==> config.mk <==
export PLATFORM = sky130hd
export DESIGN_NAME = jssd_ram
export DESIGN_NICKNAME = d
export VERILOG_FILES = /design/src/rtl/jssd_ram.sv
export SDC_FILE = /design/constraint.sdc
export NUM_CORES = 1
export LEC_CHECK = 0
export BUFFER_PORTS_ARGS = -buffer_cell sky130_fd_sc_hd__buf_4
export CAP_MARGIN = 5
export CORE_MARGIN = 3
export CORE_UTILIZATION = 40
export CTS_CLUSTER_DIAMETER = 40
export DETAILED_ROUTE_END_ITERATION = 8
export SLEW_MARGIN = 20
export SYNTH_ARGS = -nofsm -noshare
export SYNTH_HDL_FRONTEND = slang
export SYNTH_SLANG_ARGS = --single-unit
==> constraint.sdc <==
create_clock -name clk -period 3.2 [get_ports clk]
set_input_delay 0.16 -clock clk [delete_from_list [all_inputs] [get_ports clk]]
set_output_delay 0.16 -clock clk [all_outputs]
set_load 0.02 [all_outputs]
==> src/rtl/jssd_ram.sv <==
// ----------------------------------------------------------------------------
// jssd_ram
// Generic single-port RAM with registered read.
// ----------------------------------------------------------------------------
module jssd_ram #(
  parameter int unsigned WIDTH = 16,
  parameter int unsigned DEPTH = 16
) (
  input  logic                     clk,
  input  logic                     we,
  input  logic [$clog2(DEPTH)-1:0] addr,
  input  logic [WIDTH-1:0]         wdata,
  output logic [WIDTH-1:0]         rdata
);
  logic [WIDTH-1:0] mem [DEPTH];

  always_ff @(posedge clk) begin
    if (we) begin
      mem[addr] <= wdata;
    end
    rdata <= mem[addr];
  end
endmodule

==> results of run 1 <==
-- what timing repair did --
| action | in CTS | in global routing |
|---|---|---|
| endpoints found under the setup margin | 0 | 0 |
| hold buffers | 16 | 0 |
| hold endpoints to repair | 256 | 0 |
-- worst max-delay path, cell delays in order --
cell	delay (ps)
buf_4	530
nand2b_1	320
nor2_2	530
buf_4	310
-- final cells by class --
type                            instances  share of cell area
Sequential cell                       272              0.6599
Multi-Input combinational cell        139              0.1596
Clock buffer                           42             0.07609
Timing Repair Buffer                   76             0.05031
Tap cell                              324             0.03341
Clock inverter                         21             0.02072
-- cells by family (layout without fill, tap and decap cells) --
kind of cell           after synthesis  after routing  synth area share
buffers and inverters               23            139           0.01336
AOI/OAI and AO/OA                   32             32           0.02397
and+or+nand+nor                     43             43           0.01922
DFF                                272            272            0.7989
muxes                               64             64            0.1446
-- sequential cells by signal, indices dropped and copies added, names as in the netlist --
signal,flops
mem,256
rdata,16
-- synthesized netlist by cell type (all sizes together) --
| master | number |
|---|---|
| buf | 9 |
| edfxtp | 256 |
| clkbuf | 14 |
| mux4 | 64 |
| dfxtp | 16 |
| nor3 | 4 |
| or3b | 1 |
| nand2b | 2 |
| nand3 | 1 |
| a22oi | 32 |
| nor2b | 2 |
| nor2 | 13 |
| nand3b | 2 |
| and2 | 1 |
| nand2 | 17 |
-- power groups by stage --
stage          clock, mW  sequential [mW]  combinational [mW]
3_5_place_dp           0             4.08               0.399
5_1_grt             4.12             4.01               0.440
6_report            3.87             4.01               0.406
3_3_place_gp           0             4.08               0.395
4_1_cts             3.97             4.01               0.416
2_1_floorplan          0             4.10               0.199
-- path summary, 6_finish.rpt --
check | from | endpoint | slack (ps)
setup / recovery | addr[1] | mem[14][0] | 1510
hold reg to reg | mem[0][2] | rdata[2] | 680
hold / removal | addr[3] | mem[2][0] | 230
setup reg to reg | mem[2][15] | rdata[15] | 1810
-- stage by stage --
stage	worst slack, ps	power, mW	hold WS [ps]	utilization	std cells
final	1514	8.289	232.5	0.4961	874
after global routing	1279	8.574	234.4	0.4961	874
after CTS	1402	8.398	218.0	0.4961	874
after detailed placement	901.2	4.482	480.4	0.4415	795
after global placement	908.2	4.474	464.8	0.4415	795
after floorplan	984.9	4.304	258.9	-	434
-- per-layer routing --
layer | wire, um | share of wire | GRT usage
met5 | 0 | 0 | 0
met4 | 406 | 0.020 | 0.04575
met3 | 994 | 0.050 | 0.03405
met2 | 9733 | 0.49 | 0.2463
met1 | 8726 | 0.44 | 0.2105
==> results by group, run 1 <==
Synthesis
  – Post-synth top area share: 0.7669
  – Syn Area/Cell: 23.10 um2
  – FF+latch count, synth: between 200 and 300
  – Top post-synthesis cells by area: edfxtp_1, mux4_2, dfxtp_1
  – Netlist cell types: 18
  – Synth Instances: between 400 and 500
  – Synth area leader: edfxtp_1
  – Seq/Total Area, Yosys: 0.7989
  – Syn_nets: 456
  – Synthesized area: 10,020 um2
  – Yosys warns: 0

Pwr
  – Maximum vdd drop: 0.4192 mV
  – Internal power: approximately 6.6 mW
  – Seq pwr share: 0.484
  – Sw frac: 0.2062
  – Pwr/cell area: between 600 and 700 nW/um2
  – Logic pwr share: 0.049
  – P_sw: about 1.7 mW
  – Clk network pwr share: 0.467
  – Leak: 3.972 nW

Clock network
  – Clock buffer depth: 3
  – Clock Pin Slew Worst Setup and Hold Paths: 60 ps
  – H-tree levels: 2
  – Setup Buffers After CTS: 0
  – Post-CTS Resized: 0
  – Num CTS Buffers: 35
  – CTS tree: yes
  – CTS root buf: clkbuf_16
  – Clock sink count: approximately 270
  – Worst-Skew Late Latency: ~510 ps

Drt
  – Routed vias/inst: 5.336
  – DRC Markers: 0
  – 1st-pass router iterations: 4
  – Via Count: between 4,000 and 5,000
  – DRT iter0 DRCs: 341
  – Routed wire length: 19,860 um
  – DRT antenna net count: 0
  – WL/cell: 22.72 um

STA
  – RSZ-0062 raised after global routing: no
  – Final clock skew: ~17 ps
  – Crit share post-route: 0.5269
  – Fmax: 0.5931 GHz
  – Max-slew violations: 0
  – Fin Setup TNS: 0 ps
  – Final Critical Period: 1686 ps
  – Setup violators final: 0
  – Final Hold Violating Endpoints: 0
  – Slew HR: 0.3596
  – Worst-Margin Slew: 955.3 ps

Placed design
  – Placed cell area: around 11,000 um2
  – Port Buffers: 37
  – RD Place Congestion: 0.7545
  – HPWL after DPL: approximately 12,000 um

Setup path
  – Crit path max fanout: 47
  – CP Data Arrival Time: 1890 ps
  – Crit Path Class: input port to flip-flop
  – Crit path launch type: input port
  – CP Capture Type: flip-flop
  – R2R cell count: 3
  – Worst EP required: 3410 ps

Flow run
  – Max-capacitance violation count: 0

Global routing
  – First-pass GRT wire length: 30,400 um
  – Pin count of the biggest net entering global routing: 48
  – GRT Util Overall: 0.1528
  – Vias in the first global route: between 4,000 and 5,000
  – Total gr overflow: 0
  – Initial antenna violation count: 0

Floorplan
  – Core area: 24,460 um2
  – Die X: 164.3 um
  – # rows: between 50 and 60
  – Die Y: 164.3 um
  – Initial Util: 0.4097
  – Num ports: 38
  – Area of the die: 26,990 um2

Layout
  – ANT cells: 0
  – Layout cells sized above 1: 0.3600
  – Syn-to-layout area delta: 21.07%
  – Sequential Area: 8008 um2
  – Final net count: ~550
  – Design area: approximately 12,000 um2
  – Commonest non-fill, non-tap cell in the layout: edfxtp_1
  – Fill count: approximately 1,900
  – Footprint of the multi-input gates: slightly below 2000 um2
  – Commonest cells after routing, fill and taps aside: edfxtp_1, mux4_2, buf_4

Hold path
  – Worst hold path cell count: 3
  – Hold crit path type: input port to flip-flop

Run status
  – Status: complete, no violations
Power figures use the tool's default switching activity.
==> run 2, diff against run 1 <==
Clock period 3.2 ns to 1.4 ns, I/O delays scaled along.
==> results by group, run 2 (same netlist as run 1, synthesis figures left out) <==
Setup path
  – CP Data Arrival Time: 1710 ps (-180 ps)
  – Reg-to-Reg End: rdata[10]
  – R2R cell count: 3 (unchanged)
  – Crit path from: mem[1][10]
  – Worst EP required: 1780 ps (-1630 ps)
  – Reg-to-reg setup timing slack: 70 ps (-1740 ps)
  – Worst R2R Start: mem[1][10]
  – Crit path launch type: flip-flop
  – CP Capture Type: flip-flop
  – Crit path max fanout: 1 (-98%)
  – Crit Path Class: flip-flop to flip-flop

Layout
  – Final net count: 571 (+4.6%)
  – Commonest cells after routing, fill and taps aside: edfxtp_1, mux4_2, buf_4
  – ANT cells: 0 (unchanged)
  – Commonest non-fill, non-tap cell in the layout: edfxtp_1
  – Top flop regs: mem (256), rdata (16)
  – Largest Register: mem
  – Layout cells sized above 1: 0.3843 (+0.02435)
  – Max FFs per register: 256 (unchanged)
  – Post-layout util: 0.5216 (+0.02547)
  – Finished Layout Cells: 899 (+2.9%)
  – Design area: 12,760 um2 (+5.1%)
  – Syn-to-layout area delta: 27.29%

Hold path
  – Hold crit path type: input port to flip-flop
  – Hold wc startpoint: addr[3]
  – Worst hold path cell count: 4 (+1)
  – Hold endpoint: rdata[13]

STA
  – Setup violators final: 0 (unchanged)
  – Slew HR: 0.5186 (+0.1589)
  – Final clock skew: 8.202 ps (-8.867 ps)
  – Worst-Margin Slew: 720.7 ps (-234.7 ps)
  – Final Hold Violating Endpoints: 0 (unchanged)
  – Max-slew violations: 0 (unchanged)
  – Hold slack: 170.0 ps (-62.51 ps)
  – Final Critical Period: roughly 1300 ps
  – Fmax: 0.7523 GHz
  – RSZ-0062 raised after global routing: no
  – Crit share post-route: 0.9494

Pwr
  – Leak: 4.225 nW (+6.4%)
  – Design Power: 19.52 mW (+140%)
  – Maximum vdd drop: 0.6726 mV (+60%)
  – Pwr/cell area: 1530 nW/um2 (+120%)

Global routing
  – Total gr overflow: 0 (unchanged)
  – GRT Util Overall: 0.1670 (+0.01417)
  – Vias in the first global route: 5,295 (+7.0%)
  – First-pass GRT wire length: 32,610 um (+7.3%)
  – Initial antenna violation count: 0 (unchanged)
  – Pin count of the biggest net entering global routing: 31 (-35%)

Drt
  – DRC Markers: 0 (unchanged)
  – DRT antenna net count: 0 (unchanged)
  – WL/cell: 24.09 um (+6.0%)
  – DRT iter0 DRCs: 381 (+12%)
  – Routed vias/inst: 5.380 (+0.83%)
  – Via Count: 4,837 (+3.7%)
  – Routed wire length: 21,650 um (+9.0%)
  – 1st-pass router iterations: 4 (unchanged)

Placed design
  – HPWL after DPL: 12,490 um (+5.3%)
  – Placed cell area: 11,370 um2 (+5.2%)
  – RD Place Congestion: 0.7090 (-6.0%)
  – Port Buffers: 37 (unchanged)
  – Inst Count DP: 820 (+3.1%)

Clock network
  – Clock buffer depth: 3 (unchanged)
  – CTS root buf: clkbuf_16
  – Clock Pin Slew Worst Setup and Hold Paths: 60 ps (about the same)
  – Worst-Skew Late Latency: 490 ps (-20 ps)
  – CTS tree: yes
  – Clock sink count: 272 (unchanged)
  – Num CTS Buffers: 35 (unchanged)
  – H-tree levels: 2 (unchanged)
  – Quantity of hold-fixing buffers added after cts: 16 (unchanged)
  – Setup Buffers After CTS: 0 (unchanged)
  – Post-CTS Resized: 0 (unchanged)

Floorplan
  – Die X: 164.3 um (unchanged)
  – Die Y: 164.3 um (unchanged)
  – Core area: 24,460 um2 (unchanged)
  – # rows: 57 (unchanged)
  – Initial Util: 0.4097 (unchanged)
  – Area of the die: 26,990 um2 (unchanged)
  – Num ports: 38 (unchanged)

Run status
  – Status: complete, no violations

Flow run
  – Max-capacitance violation count: 0 (unchanged)
run 2: cell types whose count changed in the layout (fill, tap and decap cells not counted), moves of 2 or more:
cell        before  now
inv_6            5    2
clkinv_1         0    2
clkinv_4         0    2
buf_12           0   25
nor3_2           4    0
nor2_2          12    4
clkinvlp_4       4    2
nor2_4           0    8
bufinv_16        4    6
nor3_4           0    4
run 2: worst max-delay path: stages, from the launching register on:
cell	delay [ps]
edfxtp_1	370
mux4_2	450
a22oi_1	310
nand2_1	80
run 2: area by class of cell:
| type | instances | area (um2) |
|---|---|---|
| Clock buffer | 43 | 958.4 |
| Clock inverter | 20 | 274.0 |
| Fill cell | 1861 | 11700 |
| Multi-Input combinational cell | 139 | 2002 |
| Sequential cell | 272 | 8008 |
| Tap cell | 324 | 405.4 |
| Timing Repair Buffer | 101 | 1111 |
run 2: how the worst max path moves through the flow:
| stage | end | slack [ps] | cells past startpoint |
|---|---|---|---|
| after floorplan | mem[12][0] | -150 | 3 |
| after global placement | rdata[12] | -50 | 6 |
| after detailed placement | rdata[6] | -110 | 5 |
| after CTS | rdata[10] | 70 | 3 |
| after global routing | rdata[10] | 10 | 3 |
| final | rdata[10] | 70 | 3 |
run 2: per-layer routing:
layer	vias to the layer above	global-route usage	wire length, um
li1	2090	-	-
met1	2580	0.2163	8447
met2	136	0.2912	11490
met3	31	0.03077	1334
met4	0	0.04498	377
met5	-	0	0
run 2: stage by stage:
step / setup WS [ps] / setup TNS, ps
final: 70.83 / 0
after global routing: 10.05 / 0
after CTS: 74.52 / 0
after detailed placement: -107.8 / -4348
after global placement: -46.04 / -1785
after floorplan: -147.7 / -16000
run 2: power by group:
group / switching, mW / internal (mW)
Combinational: 0.566 / 0.501
Clock: 3.27 / 6.01
Sequential: 0.0564 / 9.11
Total: 3.90 / 15.6
