--- config.mk ---
export PLATFORM = sky130hd
export DESIGN_NAME = jssd_cell
export DESIGN_NICKNAME = d
export VERILOG_FILES = /design/src/rtl/jssd_pkg.sv /design/src/rtl/jssd_cell.sv
export SDC_FILE = /design/constraint.sdc
export NUM_CORES = 1
export LEC_CHECK = 0
export BUFFER_PORTS_ARGS = -buffer_cell sky130_fd_sc_hd__buf_4
export CAP_MARGIN = 30
export CORE_ASPECT_RATIO = 0.9
export CORE_MARGIN = 3
export CORE_UTILIZATION = 42
export DETAILED_ROUTE_END_ITERATION = 12
export GPL_ROUTABILITY_DRIVEN = 0
export PLACE_DENSITY = 0.87
export SETUP_SLACK_MARGIN = 0.4
export SLEW_MARGIN = 20
export SYNTH_ARGS = -nofsm -noshare
export SYNTH_HDL_FRONTEND = slang
export SYNTH_SLANG_ARGS = --single-unit
--- constraint.sdc ---
create_clock -name clk -period 3.1 [get_ports clk]
set_input_delay 0.31 -clock clk [delete_from_list [all_inputs] [get_ports clk]]
set_output_delay 0.31 -clock clk [all_outputs]
set_load 0.1 [all_outputs]
--- src/rtl/jssd_pkg.sv ---
// ----------------------------------------------------------------------------
// jssd_pkg
// Shared types and constants of the job shop schedule decoder.
// ----------------------------------------------------------------------------
package jssd_pkg;

  localparam int unsigned MaxJobsDef     = 16;
  localparam int unsigned MaxMachinesDef = 16;
  localparam int unsigned MaxSlotsDef    = 32;
  localparam int unsigned TimeBitsDef    = 16;

  localparam int unsigned IdBits   = 4;
  localparam int unsigned ProcBits = 12;
  localparam int unsigned OutBits  = 16;

  localparam logic ModeSemi   = 1'b0;
  localparam logic ModeActive = 1'b1;

  typedef struct packed {
    logic [IdBits-1:0]   job_id;
    logic [IdBits-1:0]   machine_id;
    logic [ProcBits-1:0] op_time;
    logic                first_op;
    logic                last_op;
  } req_t;

  typedef struct packed {
    logic [OutBits-1:0] start_time;
    logic [OutBits-1:0] end_time;
    logic [OutBits-1:0] makespan;
    logic               overflow;
    logic               is_last;
  } rsp_t;

endpackage

--- src/rtl/jssd_cell.sv ---
// ----------------------------------------------------------------------------
// jssd_cell
// One slot of a machine's busy list: holds one interval and hands its start
// and end to the next cell. On insert it shifts right.
// ----------------------------------------------------------------------------
module jssd_cell #(
  parameter int unsigned TIME_BITS = jssd_pkg::TimeBitsDef
) (
  input  logic                 clk,
  input  logic                 load,       // load interval from memory row
  input  logic [TIME_BITS-1:0] load_start,
  input  logic [TIME_BITS-1:0] load_end,
  input  logic                 shift,      // take neighbor interval
  input  logic                 put,        // take new interval
  input  logic [TIME_BITS-1:0] left_start,
  input  logic [TIME_BITS-1:0] left_end,
  input  logic [TIME_BITS-1:0] new_start,
  input  logic [TIME_BITS-1:0] new_end,
  output logic [TIME_BITS-1:0] cur_start,
  output logic [TIME_BITS-1:0] cur_end
);
  logic [TIME_BITS-1:0] s, e;

  always_ff @(posedge clk) begin
    if (load) begin
      s <= load_start;
      e <= load_end;
    end else if (put) begin
      s <= new_start;
      e <= new_end;
    end else if (shift) begin
      s <= left_start;
      e <= left_end;
    end
  end

  assign cur_start = s;
  assign cur_end   = e;
endmodule

==> results of run 1 <==
## Yosys cell counts
cell / n
nand2_1: 32
o21ai_0: 2
buf_2: 6
or3_1: 1
o21ai_1: 30
buf_12: 3
clkbuf_1: 1
edfxtp_1: 32
buf_6: 1
mux2i_1: 32
## cell usage in the layout, fill, tap and decap left out
cell type	n
buf_4	132
mux2i_1	32
nand2_1	32
edfxtp_1	32
o21ai_1	30
clkbuf_8	5
o21ai_0	2
clkbuf_1	2
or3_1	1
clkinv_1	1
buf_12	1
## metal layers
metal / wire, um / vias up / global-route usage (%)
li1: - / 768 / -
met1: 1630 / 673 / 20.6
met2: 2370 / 75 / 31.8
met3: 494 / 5 / 5.78
met4: 57 / 0 / 7.83
met5: 0 / - / 0
## worst max-delay path by stage
stage,end,slack (ns),depth (start not counted)
floorplan,cur_end[0],1.48,2
global placement,cur_start[4],1.13,3
detailed placement,cur_start[12],1.09,3
CTS,cur_end[13],1.39,3
global route,cur_start[11],1.31,3
finish,cur_end[12],1.40,3
## cells by family after synthesis
logic type	Yosys count
AO/OA/AOI/OAI	32
buffers and inverters	11
flip-flops	32
multiplexers	32
AND/OR/NAND/NOR	33
## power by group through the flow
| stage | registers, W | clock network (W) | logic [W] |
|---|---|---|---|
| global route | 0.000553 | 0.000322 | 0.000648 |
| detailed placement | 0.000557 | 0 | 0.000627 |
| CTS | 0.000549 | 0.000294 | 0.000628 |
| floorplan | 0.000920 | 0 | 0.0000834 |
| finish | 0.000548 | 0.000291 | 0.000622 |
| global placement | 0.000555 | 0 | 0.000621 |
## state kept, by name, summed over array words and instances, names as in the netlist
register and flops:
cur_end 16, cur_start 16
## critical path, delay by kind of cell
family	cells	cell delay, ns
buffers and inverters	2	0.67
and+or+nand+nor	1	0.68
## metrics by stage
step | instance area [um^2] | power (W)
after global placement | 2640 | 0.00118
final | 2720 | 0.00146
after global routing | 2720 | 0.00152
after CTS | 2720 | 0.00147
after floorplan | 1670 | 0.00100
after detailed placement | 2640 | 0.00118
## final cells by class
class                   count  area [um^2]  area share, %
well taps                  46         57.6           2.12
clock inverters             1         3.75          0.138
repair buffers            133         1010           37.2
multi-input cells          97          607           22.3
flip-flops and latches     32          961           35.4
clock buffers               7         76.3           2.81
==> results.md, run 1 <==
* Worst hold start: load_end[5]
* Hold Fails Final Rpt at 0
* Final setup viols at 0
* CTS tree: done
* Maximum vdd drop at 0.273 mV
* Reg clk slew, reported paths at 0.06 ns
* Psw at 0.000598 W
* Setup CP Type: in2reg
* DRT Pass-1 Iters at 4
* Vias after detailed routing at 1521
* Setup slack after layout at 1.40 ns
* Fin crit period at 1.70 ns
* Worst Max-Slew Pin Slew at 0.733 ns
* Part of the power in the clock network at 19.9%
* Gr ovfl total at 0
* Fin cells at 316
* Drt total wl at 4.56 mm
* H-tree depth at 2
* Synthesized flop and latch total at 32
* CP cell instances: buf_4, or3_1, buf_12
* Largest net degree at the start of global routing at 65
* Worst Setup End Kind: flop
* Leakage at 1.33 nW
* Die ar. at 4780 um^2
* Fin crit share at 54.8%
* Post-Syn Nets at 240
* Fin util at 71.8%
* PostCTS Resize Cnt at 0
* Post-synthesis cell area at 1670 um^2
* Switching share of power at 40.9%
* Vias in the first global route at 1412
* RSZ-0062 raised after global routing: false
* Crit-path max cell delay at 0.68 ns
* Total negative slack at 0 ns
* Worst path slowest cell: or3_1
* Num ports at 132
* Mapped Cells at 140
* Pins Over Slew Limit at 0
* Hold depth at 3
* Die height at 65.9 um
* Width of the die at 72.5 um
* Unique masters post-synth at 10
* Starting DRT DRC Count at 131
* Mux cell area share after synthesis at 19.1%
* Hold_ws at 0.315 ns
* Mean post-synth cell area at 11.9 um^2
* Drt wl/cell at 14.4 um
* Seq/Total Area, Yosys at 57.4%
* Cell internal pwr at 0.000864 W
* Post-Synth Simple-Gate Area at 7.55%
* Cts bufs inserted at 5
* Via density at 4.81
* Placed cells at 308
* Clk sink count at 32
* Core ar. at 3780 um^2
* Initial Util at 44.2%
* Area Overhead vs Synth at 62.4%
* Layout cells sized above 1 at 51.1%
* GRT Util Overall at 18.3%
* WHS Endpoint: cur_end[5]
* Fmax at 0.589 GHz
* Hold_buf cts at 0
* Core Rows at 21
* Min-Delay Path Class: in2reg
* Root Buffer: clkbuf_8
* Drc violations at 0
* Sequential power share at 37.5%
* Worst Path Required at 3.08 ns
* # fillers at 301
* Nets at 369
* Slew HR at 51.2%
* Total of max-cap violations at 0
* Critical path startpoint: put
* Ys Warns at 0
* Comb pwr share at 42.6%
* Compound-Gate Fraction of Synth Area at 9.57%
* Status: complete, no violations
* Antenna Violating Nets Remaining at 0
* Max Root-Sink Buffers at 2
* Dpl hpwl at 3.60 mm
* XOR/XNOR Fraction of Synth Area at 0%
* Largest family of logic cells by synthesized area: multiplexers
* Initial antenna violation count at 0
* CP Launch Type: primary input
* Post-CTS Setup Bufs at 0
* Top-area cell type share of the netlist area at 57.4%
* Worst Path Max Fanout at 33
* First-pass GRT wire length at 6.54 mm
* Ant diodes at 0
* Number of port buffers at 131
* Worst EP arrival at 1.68 ns
* Adder-Cell Fraction of Synth Area at 0%
* Pwr/cell area at 538 nW/um^2
* Placement Setup Slack at 1.09 ns
* Yosys top cell by area: edfxtp_1
* Largest cells by area after synthesis: edfxtp_1, mux2i_1, o21ai_1, nand2_1, buf_12
No activity file was read; power rests on OpenSTA's default activity.
==> run 2: changes to the inputs <==
--- a/config.mk
+++ b/config.mk
@@ -9,10 +9,10 @@
 export CAP_MARGIN = 30
 export CORE_ASPECT_RATIO = 0.9
 export CORE_MARGIN = 3
-export CORE_UTILIZATION = 42
+export CORE_UTILIZATION = 39
 export DETAILED_ROUTE_END_ITERATION = 12
 export GPL_ROUTABILITY_DRIVEN = 0
-export PLACE_DENSITY = 0.87
+export PLACE_DENSITY = 0.82
 export SETUP_SLACK_MARGIN = 0.4
 export SLEW_MARGIN = 20
 export SYNTH_ARGS = -nofsm -noshare
==> constraint.sdc (replaced) <==
create_clock -name clk -period 1.8 [get_ports clk]
set_input_delay 0.18 -clock clk [delete_from_list [all_inputs] [get_ports clk]]
set_output_delay 0.18 -clock clk [all_outputs]
set_load 0.1 [all_outputs]
==> run 2 against run 1 <==
  * Combinational power increased by 72%
  * Critical path depth increased by 1
  * Sequential power rose by 72%
  * Global-route usage is 1.5 points lower
  * Highest routed layer unchanged
==> results.md, run 2 (synthesized netlist as in run 1, its figures left out) <==
* Status: complete, no violations (unchanged)
* Worst EP arrival at 1.15 ns (was 1.68 ns)
* Total of max-cap violations at 0 (unchanged)
* Post-CTS Setup Bufs at 0 (unchanged)
* Antenna Violating Nets Remaining at 0 (unchanged)
* Slew HR at 62.0% (was 51.2%)
* Setup CP Type: in2reg (unchanged)
* Die height at 68.1 um (was 65.9 um)
* First-pass GRT wire length at 6.40 mm (was 6.54 mm)
* Die ar. at 5110 um^2 (was 4780 um^2)
* DRT Pass-1 Iters at 4 (unchanged)
* Commonest non-fill, non-tap cells in the layout: buf_4, mux2i_1, nand2_1, edfxtp_1, o21ai_1 (unchanged)
* Fin crit period at 1.16 ns
* Vias in the first global route at 1399 (was 1412)
* Worst Path Required at 1.79 ns (was 3.08 ns)
* CTS tree: done (unchanged)
* PostCTS Resize Cnt at 0 (unchanged)
* Min-Delay Path Class: in2reg (unchanged)
* Largest net degree at the start of global routing at 65 (unchanged)
* Pins Over Slew Limit at 0 (unchanged)
* H-tree depth at 2 (unchanged)
* Maximum vdd drop at 0.535 mV (was 0.273 mV)
* # fillers at 336 (was 301)
* Core Rows at 21 (unchanged)
* Number of port buffers at 131 (unchanged)
* Drt total wl at 4.54 mm (was 4.56 mm)
* Storage cell area at 961 um^2 (unchanged)
* Layout cells sized above 1 at 52.2% (was 51.1%)
* Fmax at 0.865 GHz
* Total negative slack at 0 ns (unchanged)
* Worst hold start: load_start[1] (was load_end[5])
* WHS Endpoint: cur_start[1] (was cur_end[5])
* Commonest non-fill, non-tap cell in the layout: buf_4 (unchanged)
* GRT Util Overall at 16.8% (was 18.3%)
* Final setup viols at 0 (unchanged)
* Clk sink count at 32 (unchanged)
* Initial Util at 42.7% (was 44.2%)
* Vias after detailed routing at 1515 (was 1521)
* Cts bufs inserted at 5 (unchanged)
* Reg clk slew, reported paths at 0.06 ns (about the same)
* Area Overhead vs Synth at 62.0% (was 62.4%)
* Worst Path Max Fanout at 19 (was 33)
* Starting DRT DRC Count at 90 (was 131)
* Root Buffer: clkbuf_8 (unchanged)
* Hold_buf cts at 0 (unchanged)
* Worst Max-Slew Pin Slew at 0.569 ns (was 0.733 ns)
* Num ports at 132 (unchanged)
* Via density at 4.79 (was 4.81)
* Multi-input logic area at 608 um^2 (was 607 um^2)
* Nets at 370 (was 369)
* Leakage at 1.33 nW (about the same)
* CP Launch Type: primary input (unchanged)
* Drt wl/cell at 14.4 um (about the same)
* Ant diodes at 0 (unchanged)
* Hold Fails Final Rpt at 0 (unchanged)
* Initial antenna violation count at 0 (unchanged)
* Core ar. at 3920 um^2 (was 3780 um^2)
* Pwr/cell area at 926 nW/um^2 (was 538 nW/um^2)
* Dpl hpwl at 3.59 mm (was 3.60 mm)
* RSZ-0062 raised after global routing: false (unchanged)
* Hold depth at 3 (unchanged)
* Worst Setup End Kind: flop (unchanged)
* Max Root-Sink Buffers at 2 (unchanged)
* Hold_ws at 0.189 ns (was 0.315 ns)
* Width of the die at 75.0 um (was 72.5 um)
* Gr ovfl total at 0 (unchanged)
* Drc violations at 0 (unchanged)
* Fin crit share at 64.2%
## run 2: per-layer routing
metal  global-route usage, %  share of wire (%)
met1                    18.1                 36
met2                    31.8                 56
met3                    3.82                7.1
met4                    5.78                1.0
met5                       0                  0
## run 2: report_power, final
group	switching [W]	leakage, nW	internal (W)	total (W)
registers	0.0000228	0.338	0.000919	0.000942
clock network	0.000235	0.0410	0.000262	0.000497
logic	0.000771	0.949	0.000298	0.00107
total	0.00103	1.33	0.00148	0.00251
## run 2: metrics by stage
stage                     std cells  total power (W)  instance area, um^2  setup slack (ns)  util, %
after floorplan                 140          0.00173                 1670             0.401        -
after global placement          309          0.00202                 2630             0.364     67.2
after detailed placement        309          0.00204                 2630             0.347     67.2
after CTS                       316          0.00253                 2710             0.636     69.2
after global routing            316          0.00260                 2710             0.598     69.2
final                           316          0.00251                 2710             0.644     69.2
## run 2: final cells by class
cell class                      instances  area share (%)
Clock buffer                            6            2.68
Clock inverter                          1           0.185
Multi-Input combinational cell         97            22.4
Sequential cell                        32            35.5
Tap cell                               46            2.12
Timing Repair Buffer                  134            37.1
## run 2: how the worst max path moves through the flow
stage / start / endpoint / cells past startpoint
CTS: put / cur_start[7] / 4
global route: put / cur_start[7] / 4
detailed placement: put / cur_start[7] / 4
floorplan: put / cur_end[0] / 2
finish: put / cur_start[7] / 4
global placement: put / cur_end[10] / 3
## run 2: critical path, stage by stage
cell and delay (ns):
buf_4 0.23, buf_4 0.37, mux2i_1 0.25, o21ai_1 0.09
